===== src/hw/rtl/drlpe_pkg.sv =====
// types and constants shared by the delta run-length pixel encoder
// no dependencies; compiled before every other file of the block
`default_nettype none

package drlpe_pkg;

    localparam int CHAN_W   = 16;
    localparam int NUM_CHAN = 4;
    localparam int COUNT_W  = 4;
    localparam int DIFF_W   = 13;
    localparam int HI_W     = 3;
    localparam int CHUNK_W  = COUNT_W + NUM_CHAN * DIFF_W;
    localparam int EXT_W    = COUNT_W + NUM_CHAN * HI_W;

    localparam logic [COUNT_W-1:0]  RUN_MAX     = 4'd15;
    localparam logic [COUNT_W-1:0]  COUNT_NONE  = 4'd0;
    localparam logic [COUNT_W-1:0]  COUNT_FIRST = 4'd1;
    localparam logic [CHAN_W-1:0]   SIGN_FLIP   = 16'h8000;
    localparam logic [CHAN_W:0]     HALF_RANGE  = 17'd4096;
    localparam logic [HI_W-1:0]     HI_OFFSET   = 3'd4;

    localparam int FIFO_DEPTH = 4;
    localparam int PTR_W      = 2;
    localparam int LEVEL_W    = 3;

    // red in the low bits, opacity in the high bits
    typedef struct packed {
        logic [CHAN_W-1:0] opacity;
        logic [CHAN_W-1:0] blue;
        logic [CHAN_W-1:0] green;
        logic [CHAN_W-1:0] red;
    } pixel_t;

    typedef struct packed {
        pixel_t             color;
        pixel_t             prior;
        logic [COUNT_W-1:0] count;
        logic               eos;
    } run_req_t;

    typedef struct packed {
        logic [CHUNK_W-1:0] chunk_word;
        logic [EXT_W-1:0]   extension_word;
        logic               has_extension;
        logic               end_of_stream;
    } code_t;

    typedef struct packed {
        logic [LEVEL_W-1:0] level;
        logic               has_room;
    } fifo_stat_t;

endpackage

`default_nettype wire


===== src/hw/rtl/drlpe_pixel_if.sv =====
// pixel input channel: valid/ready handshake with one rgba pixel per beat
// depends on drlpe_pkg for the channel width
`default_nettype none

interface drlpe_pixel_if;
    logic                         valid;
    logic                         ready;
    logic [drlpe_pkg::CHAN_W-1:0] red;
    logic [drlpe_pkg::CHAN_W-1:0] green;
    logic [drlpe_pkg::CHAN_W-1:0] blue;
    logic [drlpe_pkg::CHAN_W-1:0] opacity;
    logic                         last_pixel;

    modport source (
        output valid, red, green, blue, opacity, last_pixel,
        input  ready
    );

    modport sink (
        input  valid, red, green, blue, opacity, last_pixel,
        output ready
    );
endinterface

`default_nettype wire


===== src/hw/rtl/drlpe_code_if.sv =====
// code output channel: valid/ready handshake with one chunk per beat
// depends on drlpe_pkg for the field widths
`default_nettype none

interface drlpe_code_if;
    logic                          valid;
    logic                          ready;
    logic [drlpe_pkg::CHUNK_W-1:0] chunk_word;
    logic [drlpe_pkg::EXT_W-1:0]   extension_word;
    logic                          has_extension;
    logic                          end_of_stream;

    modport source (
        output valid, chunk_word, extension_word, has_extension, end_of_stream,
        input  ready
    );

    modport sink (
        input  valid, chunk_word, extension_word, has_extension, end_of_stream,
        output ready
    );
endinterface

`default_nettype wire


===== src/hw/rtl/drlpe_chunk_pack.sv =====
// turns one closed run into a chunk and optional extension word
// depends on drlpe_pkg for run_req_t and code_t
`default_nettype none

module drlpe_chunk_pack (
    input  drlpe_pkg::run_req_t req,
    output drlpe_pkg::code_t    code
);

    logic [drlpe_pkg::NUM_CHAN-1:0][drlpe_pkg::CHAN_W-1:0] run_ch;
    logic [drlpe_pkg::NUM_CHAN-1:0][drlpe_pkg::CHAN_W-1:0] prior_ch;
    logic [drlpe_pkg::NUM_CHAN-1:0][drlpe_pkg::CHAN_W-1:0] diff;
    logic [drlpe_pkg::NUM_CHAN-1:0][drlpe_pkg::HI_W-1:0]   hi;
    logic [drlpe_pkg::NUM_CHAN-1:0][drlpe_pkg::DIFF_W-1:0] lo;
    logic                                                  ext_needed;

    assign run_ch   = req.color;
    assign prior_ch = req.prior;

    for (genvar k = 0; k < drlpe_pkg::NUM_CHAN; k++) begin : g_chan
        logic [drlpe_pkg::CHAN_W:0] biased_sum;

        // wrapping difference, then the signed high part via a biased add
        assign diff[k]     = run_ch[k] - prior_ch[k];
        assign biased_sum  = {1'b0, diff[k] ^ drlpe_pkg::SIGN_FLIP} + drlpe_pkg::HALF_RANGE;
        assign hi[k]       = biased_sum[drlpe_pkg::CHAN_W-1:drlpe_pkg::DIFF_W]
                           + drlpe_pkg::HI_OFFSET;
        assign lo[k]       = diff[k][drlpe_pkg::DIFF_W-1:0];
    end

    assign ext_needed = |hi;

    always_comb
    begin
        code.chunk_word     = {lo, (ext_needed ? drlpe_pkg::COUNT_NONE : req.count)};
        code.extension_word = ext_needed ? {hi, req.count} : '0;
        code.has_extension  = ext_needed;
        code.end_of_stream  = req.eos;
    end

endmodule

`default_nettype wire


===== src/hw/rtl/drlpe_run_tracker.sv =====
// run state: open run colour and count, previous run colour
// depends on drlpe_pkg; yields up to two run requests per pixel
`default_nettype none

module drlpe_run_tracker (
    input  wire logic                            clk,
    input  wire logic                            rst_n,
    input  wire logic                            step,
    input  drlpe_pkg::pixel_t                    pix,
    input  wire logic                            last,
    output drlpe_pkg::run_req_t                  req0,
    output drlpe_pkg::run_req_t                  req1,
    output logic [1:0]                           req_num,
    output logic [drlpe_pkg::COUNT_W-1:0]        open_count
);

    drlpe_pkg::pixel_t             prior_reg, prior_next;
    drlpe_pkg::pixel_t             color_reg, color_next;
    logic [drlpe_pkg::COUNT_W-1:0] count_reg, count_next;

    logic                          extend;
    logic                          close_open;
    drlpe_pkg::pixel_t             run_color;
    drlpe_pkg::pixel_t             run_prior;
    logic [drlpe_pkg::COUNT_W-1:0] run_count;
    drlpe_pkg::run_req_t           req_close;
    drlpe_pkg::run_req_t           req_flush;

    always_comb
    begin
        extend     = (count_reg != drlpe_pkg::COUNT_NONE) && (pix == color_reg)
                   && (count_reg < drlpe_pkg::RUN_MAX);
        close_open = !extend && (count_reg != drlpe_pkg::COUNT_NONE);

        run_color  = extend ? color_reg : pix;
        run_count  = extend ? count_reg + drlpe_pkg::COUNT_FIRST : drlpe_pkg::COUNT_FIRST;
        run_prior  = close_open ? color_reg : prior_reg;

        req_close.color = color_reg;
        req_close.prior = prior_reg;
        req_close.count = count_reg;
        req_close.eos   = 1'b0;

        req_flush.color = run_color;
        req_flush.prior = run_prior;
        req_flush.count = run_count;
        req_flush.eos   = 1'b1;

        req0    = close_open ? req_close : req_flush;
        req1    = req_flush;
        req_num = {1'b0, close_open} + {1'b0, last};

        if (last)
        begin
            prior_next = '0;
            color_next = '0;
            count_next = drlpe_pkg::COUNT_NONE;
        end
        else
        begin
            prior_next = run_prior;
            color_next = run_color;
            count_next = run_count;
        end
    end

    always_ff @(posedge clk or negedge rst_n)
    begin
        if (!rst_n)
        begin
            prior_reg <= '0;
            color_reg <= '0;
            count_reg <= drlpe_pkg::COUNT_NONE;
        end
        else if (step)
        begin
            prior_reg <= prior_next;
            color_reg <= color_next;
            count_reg <= count_next;
        end
    end

    assign open_count = count_reg;

endmodule

`default_nettype wire


===== src/hw/rtl/drlpe_result_fifo.sv =====
// small result queue taking up to two codes per cycle, giving one per beat
// depends on drlpe_pkg for code_t and the queue sizes
`default_nettype none

module drlpe_result_fifo (
    input  wire logic              clk,
    input  wire logic              rst_n,
    input  wire logic [1:0]        push_num,
    input  drlpe_pkg::code_t       push0,
    input  drlpe_pkg::code_t       push1,
    input  wire logic              pop,
    output logic                   head_valid,
    output drlpe_pkg::code_t       head,
    output drlpe_pkg::fifo_stat_t  stat
);

    drlpe_pkg::code_t                  mem [drlpe_pkg::FIFO_DEPTH];
    logic [drlpe_pkg::PTR_W-1:0]       wr_ptr_reg, wr_ptr_next;
    logic [drlpe_pkg::PTR_W-1:0]       rd_ptr_reg, rd_ptr_next;
    logic [drlpe_pkg::LEVEL_W-1:0]     level_reg, level_next;

    always_comb
    begin
        wr_ptr_next = wr_ptr_reg + drlpe_pkg::PTR_W'(push_num);
        rd_ptr_next = rd_ptr_reg + drlpe_pkg::PTR_W'(pop);
        level_next  = level_reg + drlpe_pkg::LEVEL_W'(push_num)
                    - drlpe_pkg::LEVEL_W'(pop);
    end

    always_ff @(posedge clk)
    begin
        if (push_num != 2'd0)
        begin
            mem[wr_ptr_reg] <= push0;
        end
        if (push_num == 2'd2)
        begin
            mem[wr_ptr_reg + drlpe_pkg::PTR_W'(1)] <= push1;
        end
    end

    always_ff @(posedge clk or negedge rst_n)
    begin
        if (!rst_n)
        begin
            wr_ptr_reg <= '0;
            rd_ptr_reg <= '0;
            level_reg  <= '0;
        end
        else
        begin
            wr_ptr_reg <= wr_ptr_next;
            rd_ptr_reg <= rd_ptr_next;
            level_reg  <= level_next;
        end
    end

    assign head_valid    = (level_reg != '0);
    assign head          = mem[rd_ptr_reg];
    assign stat.level    = level_reg;
    assign stat.has_room = (level_reg <= drlpe_pkg::LEVEL_W'(drlpe_pkg::FIFO_DEPTH - 2));

endmodule

`default_nettype wire


===== src/hw/rtl/delta_run_length_pixel_encoder_unit.sv =====
// Delta run-length pixel encoder, top level. Pixels arrive as beats on pixel_in; equal
// pixels gather into runs of up to 15, and each closed run leaves on code_out as a 56-bit
// chunk of count plus four 13-bit colour deltas against the previous run, with a 16-bit
// extension word when any delta falls outside -4096..4095 (the chunk count is then 0).
// A last_pixel beat flushes the open run with end_of_stream set and returns all run state
// to zero, so the next beat starts a new image. One pixel is taken per clock while the
// queue has room; a pixel goes through an input register, then through the run tracker
// and the chunk packers into a four-entry result queue. A pixel that closes a run and is
// also the last pixel yields two codes, and the single-code-per-beat output port then
// sets the rate: the queue needs room for two codes before the next pixel moves out of
// the input register. The output may stall for any length without loss; the input keeps
// flowing as long as the queue has room.
// depends on drlpe_pkg, drlpe_pixel_if, drlpe_code_if and the drlpe submodules
`default_nettype none

module delta_run_length_pixel_encoder_unit (
    input  wire logic  clk,
    input  wire logic  rst_n,
    drlpe_pixel_if.sink   pixel_in,
    drlpe_code_if.source  code_out
);

    // input register stage
    logic                          full_reg, full_next;
    drlpe_pkg::pixel_t             pix_reg;
    logic                          last_reg;

    // processing and queue
    logic                          step;
    logic                          in_beat;
    drlpe_pkg::run_req_t           req0;
    drlpe_pkg::run_req_t           req1;
    logic [1:0]                    req_num;
    logic [drlpe_pkg::COUNT_W-1:0] open_count;
    drlpe_pkg::code_t              code0;
    drlpe_pkg::code_t              code1;
    drlpe_pkg::code_t              head;
    logic                          head_valid;
    drlpe_pkg::fifo_stat_t         fifo_stat;

    // the registered pixel moves on once the queue can take two codes
    assign step    = full_reg && fifo_stat.has_room;
    assign in_beat = pixel_in.valid && pixel_in.ready;

    assign pixel_in.ready = !full_reg || step;

    always_comb
    begin
        full_next = full_reg;
        if (in_beat)
        begin
            full_next = 1'b1;
        end
        else if (step)
        begin
            full_next = 1'b0;
        end
    end

    always_ff @(posedge clk or negedge rst_n)
    begin
        if (!rst_n)
        begin
            full_reg <= 1'b0;
        end
        else
        begin
            full_reg <= full_next;
        end
    end

    // pixel payload, no reset needed
    always_ff @(posedge clk)
    begin
        if (in_beat)
        begin
            pix_reg.red     <= pixel_in.red;
            pix_reg.green   <= pixel_in.green;
            pix_reg.blue    <= pixel_in.blue;
            pix_reg.opacity <= pixel_in.opacity;
            last_reg        <= pixel_in.last_pixel;
        end
    end

    // run bookkeeping: closing run first, flushed run second
    drlpe_run_tracker u_tracker (
        .clk        (clk),
        .rst_n      (rst_n),
        .step       (step),
        .pix        (pix_reg),
        .last       (last_reg),
        .req0       (req0),
        .req1       (req1),
        .req_num    (req_num),
        .open_count (open_count)
    );

    drlpe_chunk_pack u_pack0 (
        .req  (req0),
        .code (code0)
    );

    drlpe_chunk_pack u_pack1 (
        .req  (req1),
        .code (code1)
    );

    drlpe_result_fifo u_fifo (
        .clk        (clk),
        .rst_n      (rst_n),
        .push_num   (step ? req_num : 2'd0),
        .push0      (code0),
        .push1      (code1),
        .pop        (code_out.valid && code_out.ready),
        .head_valid (head_valid),
        .head       (head),
        .stat       (fifo_stat)
    );

    assign code_out.valid          = head_valid;
    assign code_out.chunk_word     = head.chunk_word;
    assign code_out.extension_word = head.extension_word;
    assign code_out.has_extension  = head.has_extension;
    assign code_out.end_of_stream  = head.end_of_stream;

`ifndef SYNTH
    // queue never overfills
    a_fifo_bound: assert property (@(posedge clk) disable iff (!rst_n)
        fifo_stat.level <= drlpe_pkg::LEVEL_W'(drlpe_pkg::FIFO_DEPTH))
        else $error("result queue overflow");

    // a flushed image leaves no run open
    a_flush_clears: assert property (@(posedge clk) disable iff (!rst_n)
        step && last_reg |=> open_count == drlpe_pkg::COUNT_NONE)
        else $error("run still open after last pixel");

    // an extended chunk carries its count in the extension word only
    a_ext_count: assert property (@(posedge clk) disable iff (!rst_n)
        code_out.valid && code_out.has_extension
            |-> code_out.chunk_word[drlpe_pkg::COUNT_W-1:0] == drlpe_pkg::COUNT_NONE
             && code_out.extension_word[drlpe_pkg::COUNT_W-1:0] != drlpe_pkg::COUNT_NONE)
        else $error("count placed wrongly in extended chunk");
`endif

endmodule

`default_nettype wire


===== src/flat_wrapper.sv =====
// flat-port wrapper written by rule: the top's interface ports become plain ports
module delta_run_length_pixel_encoder_unit_flat 
  (clk, rst_n, pixel_in_valid, pixel_in_red, pixel_in_green, pixel_in_blue, pixel_in_opacity, pixel_in_last_pixel, pixel_in_ready, code_out_valid, code_out_chunk_word, code_out_extension_word, code_out_has_extension, code_out_end_of_stream, code_out_ready);
  drlpe_pixel_if pixel_in_i ();
  drlpe_code_if code_out_i ();
  input  wire logic clk;
  input  wire logic rst_n;
  input wire logic [$bits(pixel_in_i.valid)-1:0] pixel_in_valid;
  input wire logic [$bits(pixel_in_i.red)-1:0] pixel_in_red;
  input wire logic [$bits(pixel_in_i.green)-1:0] pixel_in_green;
  input wire logic [$bits(pixel_in_i.blue)-1:0] pixel_in_blue;
  input wire logic [$bits(pixel_in_i.opacity)-1:0] pixel_in_opacity;
  input wire logic [$bits(pixel_in_i.last_pixel)-1:0] pixel_in_last_pixel;
  output wire logic [$bits(pixel_in_i.ready)-1:0] pixel_in_ready;
  output wire logic [$bits(code_out_i.valid)-1:0] code_out_valid;
  output wire logic [$bits(code_out_i.chunk_word)-1:0] code_out_chunk_word;
  output wire logic [$bits(code_out_i.extension_word)-1:0] code_out_extension_word;
  output wire logic [$bits(code_out_i.has_extension)-1:0] code_out_has_extension;
  output wire logic [$bits(code_out_i.end_of_stream)-1:0] code_out_end_of_stream;
  input wire logic [$bits(code_out_i.ready)-1:0] code_out_ready;
  assign pixel_in_i.valid = pixel_in_valid;
  assign pixel_in_i.red = pixel_in_red;
  assign pixel_in_i.green = pixel_in_green;
  assign pixel_in_i.blue = pixel_in_blue;
  assign pixel_in_i.opacity = pixel_in_opacity;
  assign pixel_in_i.last_pixel = pixel_in_last_pixel;
  assign pixel_in_ready = pixel_in_i.ready;
  assign code_out_valid = code_out_i.valid;
  assign code_out_chunk_word = code_out_i.chunk_word;
  assign code_out_extension_word = code_out_i.extension_word;
  assign code_out_has_extension = code_out_i.has_extension;
  assign code_out_end_of_stream = code_out_i.end_of_stream;
  assign code_out_i.ready = code_out_ready;
  delta_run_length_pixel_encoder_unit u_core (.clk(clk), .rst_n(rst_n), .pixel_in(pixel_in_i), .code_out(code_out_i));
endmodule

===== config.mk =====
export PLATFORM = sky130hd
export DESIGN_NAME = delta_run_length_pixel_encoder_unit_flat
export DESIGN_NICKNAME = d
export VERILOG_FILES = /design/src/hw/rtl/drlpe_pkg.sv /design/src/hw/rtl/drlpe_pixel_if.sv /design/src/hw/rtl/drlpe_code_if.sv /design/src/hw/rtl/drlpe_chunk_pack.sv /design/src/hw/rtl/drlpe_run_tracker.sv /design/src/hw/rtl/drlpe_result_fifo.sv /design/src/hw/rtl/delta_run_length_pixel_encoder_unit.sv /design/src/flat_wrapper.sv
export SDC_FILE = /design/constraint.sdc
export NUM_CORES = 1
export LEC_CHECK = 0
export ABC_AREA = 1
export BUFFER_PORTS_ARGS = -buffer_cell sky130_fd_sc_hd__buf_2
export CAP_MARGIN = 5
export CELL_PAD_IN_SITES_DETAIL_PLACEMENT = 1
export CELL_PAD_IN_SITES_GLOBAL_PLACEMENT = 2
export CORE_MARGIN = 2
export CORE_UTILIZATION = 32
export DETAILED_ROUTE_END_ITERATION = 10
export PLACE_DENSITY_LB_ADDON = 0.1
export SLEW_MARGIN = 0
export SYNTH_ARGS = -nofsm -noshare
export SYNTH_HDL_FRONTEND = slang
export SYNTH_SLANG_ARGS = --single-unit
export TNS_END_PERCENT = 100

===== constraint.sdc =====
create_clock -name clk -period 5.5 [get_ports clk]
set_input_delay 0.55 -clock clk [delete_from_list [all_inputs] [get_ports clk]]
set_output_delay 0.55 -clock clk [all_outputs]
set_load 0.01 [all_outputs]

==> metrics.md, run 1 <==
| Metric | Value |
|---|---|
| Vias in the first global route | `26900` |
| Port bufs | `144` |
| Flops & latches, synth | `501` |
| Worst min path class | `input pin to flip-flop` |
| Initial Util | `0.323` |
| CTS buffer count | `60` |
| Crit start category | `flip-flop` |
| Critical path's largest stage delay | `0.46 ns` |
| Initial antenna violation count | `5` |
| Drt wl/cell | `24.5 um` |
| Syn. warnings | `0` |
| Synthesized instance count | `3416` |
| Maximum clock rate | `0.195 GHz` |
| Die X | `308 um` |
| Share of cells above drive strength 1 | `0.133` |
| Nets@finish | `3785` |
| Register area | `14300 um2` |
| GPL Wtd Cong | `0.856` |
| Most frequent cells after synthesis | `nand2_1, o22ai_1, inv_1, edfxtp_1, o21ai_0` |
| Register area share after synthesis | `0.484` |
| Max reg flops | `296` |
| Clock buffer depth | `3` |
| Ys async rst share | `0.279` |
| Largest net degree at the start of global routing | `103` |
| Slowest library cell on the worst path | `fa_1` |
| Vias per inst | `5.45` |
| Max cap viols | `0` |
| FILL cells | `10600` |
| P&R area growth vs syn | `17.2%` |
| TritonCTS clock tree | `yes` |
| CTS root buffer | `clkbuf_16` |
| H-tree Lvls | `2` |
| Crit path required time | `5.93 ns` |
| Clk sinks | `501` |
| Post-Place Cells | `4687` |
| Die height | `308 um` |
| Post-Route WL | `118000 um` |
| Slew margin rel. | `0.106` |
| Final slew viol count | `0` |
| Maximum fanout along the worst path | `20` |
| Area share of the largest cell type after synthesis | `0.363` |
| Library cells used by synthesis | `45` |
| Core area | `91700 um2` |
| Insertion delay to the later sink of the worst-skew pair | `0.69 ns` |
| Cell area after synthesis | `29600 um2` |
| WS Path Type | `flip-flop to flip-flop` |
| Routed vias | `26200` |
| Multi-input logic area | `13000 um2` |
| Unrepaired setup endpoints after global routing | `true` |
| Outcome | `completed` |
| Worst Clk Skew | `0.0410 ns` |
| Synth area leaders | `edfxtp_1, dfrtp_1, o22ai_1, nand2_1, ha_1` |
| Largest area contributor in the netlist | `edfxtp_1` |
| Iter 0 DRT Violations | `1950` |
| Final HPWL from detailed placement | `82200 um` |
| Fin cells | `4809` |
| Rows | `111` |
| Fin. Hold Viols | `0` |
| Syn_nets | `3630` |
| Die area | `94800 um2` |
| Setup crit end kind | `flip-flop` |
| Final setup vio count | `0` |
| Reg clk slew, reported paths | `0.07 ns` |
| Synthesized area per cell | `8.65 um2` |
| Drt first pass iters | `5` |
| Routed Antenna Nets | `0` |
| Biggest register | `u_core.u_fifo.mem` |
| Worst EP arrival | `5.55 ns` |
| Period utilization | `0.931` |
| Global Route Usage Sum | `0.243` |
| Worst-Margin Slew | `1.33 ns` |
| Post-synth EDFFs | `357` |
| Count leader, synth | `nand2_1` |
| Cell mode on critical path | `nand2_1` |
| DRC viols | `0` |
| Remaining global-route overflow | `0` |
| Ports | `145` |
| Crit path time final | `5.12 ns` |
| Synth Flop Type | `edfxtp_1` |
| Global-route wire length before repair | `173000 um` |
-- path summary, 6_finish.rpt --
path / depth (start not counted) / endpoint / from / slack (ns)
max in group asynchronous: 3 / u_core.u_fifo.rd_ptr_reg[0] / rst_n / 3.94
worst min register to register: 2 / u_core.u_fifo.mem[1][0] / u_core.u_fifo.mem[1][0] / 0.48
worst max-delay path: 29 / u_core.u_fifo.mem[0][2] / u_core.u_tracker.open_count[0] / 0.38
worst min-delay path: 1 / u_core.pix_reg[51] / pixel_in_opacity[3] / 0.05
worst max register to register: 29 / u_core.u_fifo.mem[0][2] / u_core.u_tracker.open_count[0] / 0.38
min in group asynchronous: 2 / u_core.u_tracker.color_reg[37] / rst_n / 0.41
-- cells in the final DEF (no fill, tap or decap), types with 17 or more instances in the layout --
cell type  synthesis  layout
nor3_1            19      18
buf_4              0     164
inv_1            380     377
xnor2_1           41      41
nand2_1          561     551
xor2_1            80      78
edfxtp_1         357     357
nand3_1          122     121
clkbuf_16          0      63
o21ai_0          319     318
ha_1             136     136
o22ai_1          459     459
dfrtp_1          140     138
nor2_1           275     272
a21oi_1          108     106
o21bai_1          17      17
buf_2              7     143
a31oi_1           18      18
nand4_1           47      47
-- cells by family (layout without fill, tap and decap cells) --
group,after synthesis,after routing,share of synthesized area
simple gates,1050,1050,0.147
flops,501,501,0.484
buf+inv,634,840,0.0818
other cells,0,1,0
fa+ha+maj,145,145,0.0637
xor+xnor,122,122,0.0364
compound gates,964,964,0.187
-- cell type report --
class | instances | area share
Clock buffer | 90 | 0.0513
Clock inverter | 23 | 0.00842
Sequential cell | 501 | 0.413
Antenna cell | 1 | 0.0000722
Multi-Input combinational cell | 2281 | 0.375
Inverter | 402 | 0.0437
Timing Repair Buffer | 325 | 0.0661
Tap cell | 1186 | 0.0428
-- what timing repair did --
item,CTS,global route
setup buffers,0,5
endpoints found under the setup margin,12,40
endpoints found under the hold margin,44,0
hold buffers,1,0
resized for setup,1,16
pin swaps,0,4
cloned,0,2
-- stage by stage --
stage                     hold slack (ns)  setup slack, ns  TNS, ns   util  cell area [um2]
after floorplan                     0.254            0.620        0      -            29600
after global placement              0.455           0.0445        0  0.354            32400
after detailed placement            0.468         0.000265        0  0.354            32400
after CTS                         0.00285           0.0674        0  0.376            34500
after global routing               0.0234          -0.0224  -0.0303  0.378            34600
final                              0.0494            0.378        0  0.378            34600
-- critical path, delay by kind of cell (launching register included) --
| kind | cells | cell delay, ns |
|---|---|---|
| and+or+nand+nor | 19 | 2.21 |
| adders and majority gates | 4 | 1.17 |
| buffers and inverters | 3 | 0.42 |
| AOI/OAI and AO/OA | 2 | 0.41 |
| DFF | 1 | 0.41 |
| xor gates and xnor gates | 1 | 0.22 |
-- routing by layer --
metal	up-vias	wire length (um)	track usage
met5	-	0	0
met4	0	2060	0.0538
met3	112	5800	0.0234
met2	665	52400	0.385
met1	13200	57400	0.358
li1	12300	-	-
Power of run 1 is left out: the tool's default activity adds up to more than one toggle a clock period on the data nets, which glitch-free logic cannot reach.
==> inputs of run 2 (changes only) <==
--- a/config.mk
+++ b/config.mk
@@ -6,14 +6,14 @@
 export NUM_CORES = 1
 export LEC_CHECK = 0
 export ABC_AREA = 1
-export BUFFER_PORTS_ARGS = -buffer_cell sky130_fd_sc_hd__buf_2
 export CAP_MARGIN = 5
 export CELL_PAD_IN_SITES_DETAIL_PLACEMENT = 1
 export CELL_PAD_IN_SITES_GLOBAL_PLACEMENT = 2
 export CORE_MARGIN = 2
 export CORE_UTILIZATION = 32
 export DETAILED_ROUTE_END_ITERATION = 10
-export PLACE_DENSITY_LB_ADDON = 0.1
+export DONT_BUFFER_PORTS = 1
+export PLACE_DENSITY = 0.64
 export SLEW_MARGIN = 0
 export SYNTH_ARGS = -nofsm -noshare
 export SYNTH_HDL_FRONTEND = slang
==> metrics.md, run 2 (synthesized netlist as in run 1, its figures left out) <==
| Metric | Value |
|---|---|
| Worst Clk Skew | `0.0358 ns (-0.00517 ns)` |
| Initial Util | `0.323 (unchanged)` |
| P&R area growth vs syn | `17.0%` |
| Global-route wire length before repair | `168000 um (-2.9%)` |
| Die area | `94800 um2 (unchanged)` |
| Die X | `308 um (unchanged)` |
| Max reg flops | `296 (unchanged)` |
| Routed Antenna Nets | `0 (unchanged)` |
| Reg clk slew, reported paths | `0.06 ns (about the same)` |
| Setup crit end kind | `flip-flop` |
| Commonest non-fill, non-tap cell in the layout | `nand2_1` |
| Crit start category | `flip-flop` |
| Cell mode on critical path | `nand2_1` |
| Critical path's largest stage delay | `0.46 ns (about the same)` |
| Clock buffer depth | `3 (unchanged)` |
| Slew margin rel. | `0.206 (+0.100)` |
| WS Path Type | `flip-flop to flip-flop` |
| Worst-Margin Slew | `1.18 ns (-0.149 ns)` |
| Most frequent cells in the layout | `nand2_1, o22ai_1, inv_1, edfxtp_1, o21ai_0` |
| Clk sinks | `501 (unchanged)` |
| Slowest library cell on the worst path | `edfxtp_1` |
| Outcome | `completed` |
| Setup TNS | `0 ns (unchanged)` |
| Post-Route WL | `115000 um (-2.6%)` |
| Maximum fanout along the worst path | `20 (unchanged)` |
| Initial antenna violation count | `4 (-1)` |
| Remaining global-route overflow | `0 (unchanged)` |
| Register area | `14300 um2 (unchanged)` |
| DRC viols | `0 (unchanged)` |
| CTS buffer count | `66 (+10%)` |
| Crit path time final | `5.20 ns (+0.0816 ns)` |
| Drt first pass iters | `8 (+3)` |
| GPL Wtd Cong | `0.874 (+2.1%)` |
| Multi-input logic area | `13100 um2 (+1.1%)` |
| FILL cells | `10700 (+0.30%)` |
| Biggest register | `u_core.u_fifo.mem` |
| Port bufs | `0 (-100%)` |
| Final slew viol count | `0 (unchanged)` |
| Core area | `91700 um2 (unchanged)` |
| CTS root buffer | `clkbuf_16` |
| Final HPWL from detailed placement | `79900 um (-2.8%)` |
| Die height | `308 um (unchanged)` |
| Nets@finish | `3679 (-2.8%)` |
| Rows | `111 (unchanged)` |
| Max cap viols | `0 (unchanged)` |
| Ports | `145 (unchanged)` |
| H-tree Lvls | `3 (+1)` |
| Largest net degree at the start of global routing | `141 (+37%)` |
| TritonCTS clock tree | `yes` |
| Routed vias | `25800 (-1.4%)` |
| Maximum clock rate | `0.192 GHz (-1.6%)` |
| Insertion delay to the later sink of the worst-skew pair | `0.63 ns (-0.06 ns)` |
| Crit path required time | `5.88 ns (-0.05 ns)` |
| Final setup vio count | `0 (unchanged)` |
| Vias per inst | `5.49 (+0.74%)` |
| Period utilization | `0.946 (+0.0148)` |
| Iter 0 DRT Violations | `1882 (-3.5%)` |
| Drt wl/cell | `24.4 um (-0.44%)` |
| Fin. Hold Viols | `0 (unchanged)` |
| Share of cells above drive strength 1 | `0.0989 (-0.0339)` |
| Global Route Usage Sum | `0.237 (-0.00595)` |
| Worst EP arrival | `5.58 ns (+0.03 ns)` |
| Vias in the first global route | `26200 (-2.6%)` |
| Worst min path class | `input pin to flip-flop` |
==> run 2: cell count changes in the layout (fill, tap and decap cells not counted), sizes merged, moves of 2 or more <==
cell,delta
buf,-164
clkinv,+11
inv,+2
clkbuf,-11
dlygate4sd3,+53
bufinv,+4
diode,+2
==> run 2: worst max-delay path, delay by kind of cell (launching register included) <==
kind / cells / cell delay [ns]
DFF: 1 / 0.46
AOI/OAI and AO/OA: 4 / 0.56
buffers and inverters: 5 / 0.59
and+or+nand+nor: 20 / 2.43
adders and majority gates: 2 / 0.65
xor gates and xnor gates: 1 / 0.28
==> run 2: per-layer routing <==
metal,up-vias,wire length (um),track usage
met5,-,21,0
met4,4,2590,0.0635
met3,130,7870,0.0518
met2,661,50200,0.362
met1,13000,54000,0.338
li1,12100,-,-
==> run 2: final cells by class <==
type,count,share of cell area
timing repair buffer,212,0.0560
tap,1186,0.0429
antenna,3,0.000217
multi-input combinational,2282,0.379
clock buffer,81,0.0503
inverter,402,0.0437
clock inverter,40,0.0137
sequential,501,0.414
==> run 2: path summary, 6_finish.rpt <==
check,slack [ns],end,depth (start not counted),start
max in group asynchronous,4.16,u_core.u_fifo.rd_ptr_reg[0],2,rst_n
min in group asynchronous,0.67,u_core.u_tracker.color_reg[30],2,rst_n
worst min-delay path,0.04,u_core.pix_reg[43],0,pixel_in_blue[11]
worst min register to register,0.49,u_core.u_fifo.mem[1][0],2,u_core.u_fifo.mem[1][0]
worst max register to register,0.30,u_core.u_fifo.mem[3][2],32,u_core.pix_reg[51]
worst max-delay path,0.30,u_core.u_fifo.mem[3][2],32,u_core.pix_reg[51]
==> run 2: metrics by stage <==
step	setup slack, ns	instance area [um2]	hold slack (ns)	instances	utilization
4_1_cts	0.00908	34200	0.000324	4690	0.373
2_1_floorplan	0.620	29600	0.254	3416	-
3_3_place_gp	-0.100	31400	0.270	4514	0.343
3_5_place_dp	-0.178	31400	0.273	4514	0.343
5_1_grt	-0.0352	34600	0.0126	4707	0.377
6_report	0.296	34600	0.0402	4707	0.377
==> run 2: timing repair <==
action | in CTS | in global routing
endpoints found under the setup margin | 34 | 36
pin swaps | 0 | 20
hold buffers | 55 | 0
gates cloned | 0 | 1
gates resized for setup | 3 | 62
hold endpoints to repair | 193 | 0
setup buffers | 0 | 13
Power of run 2 is left out for the same reason.
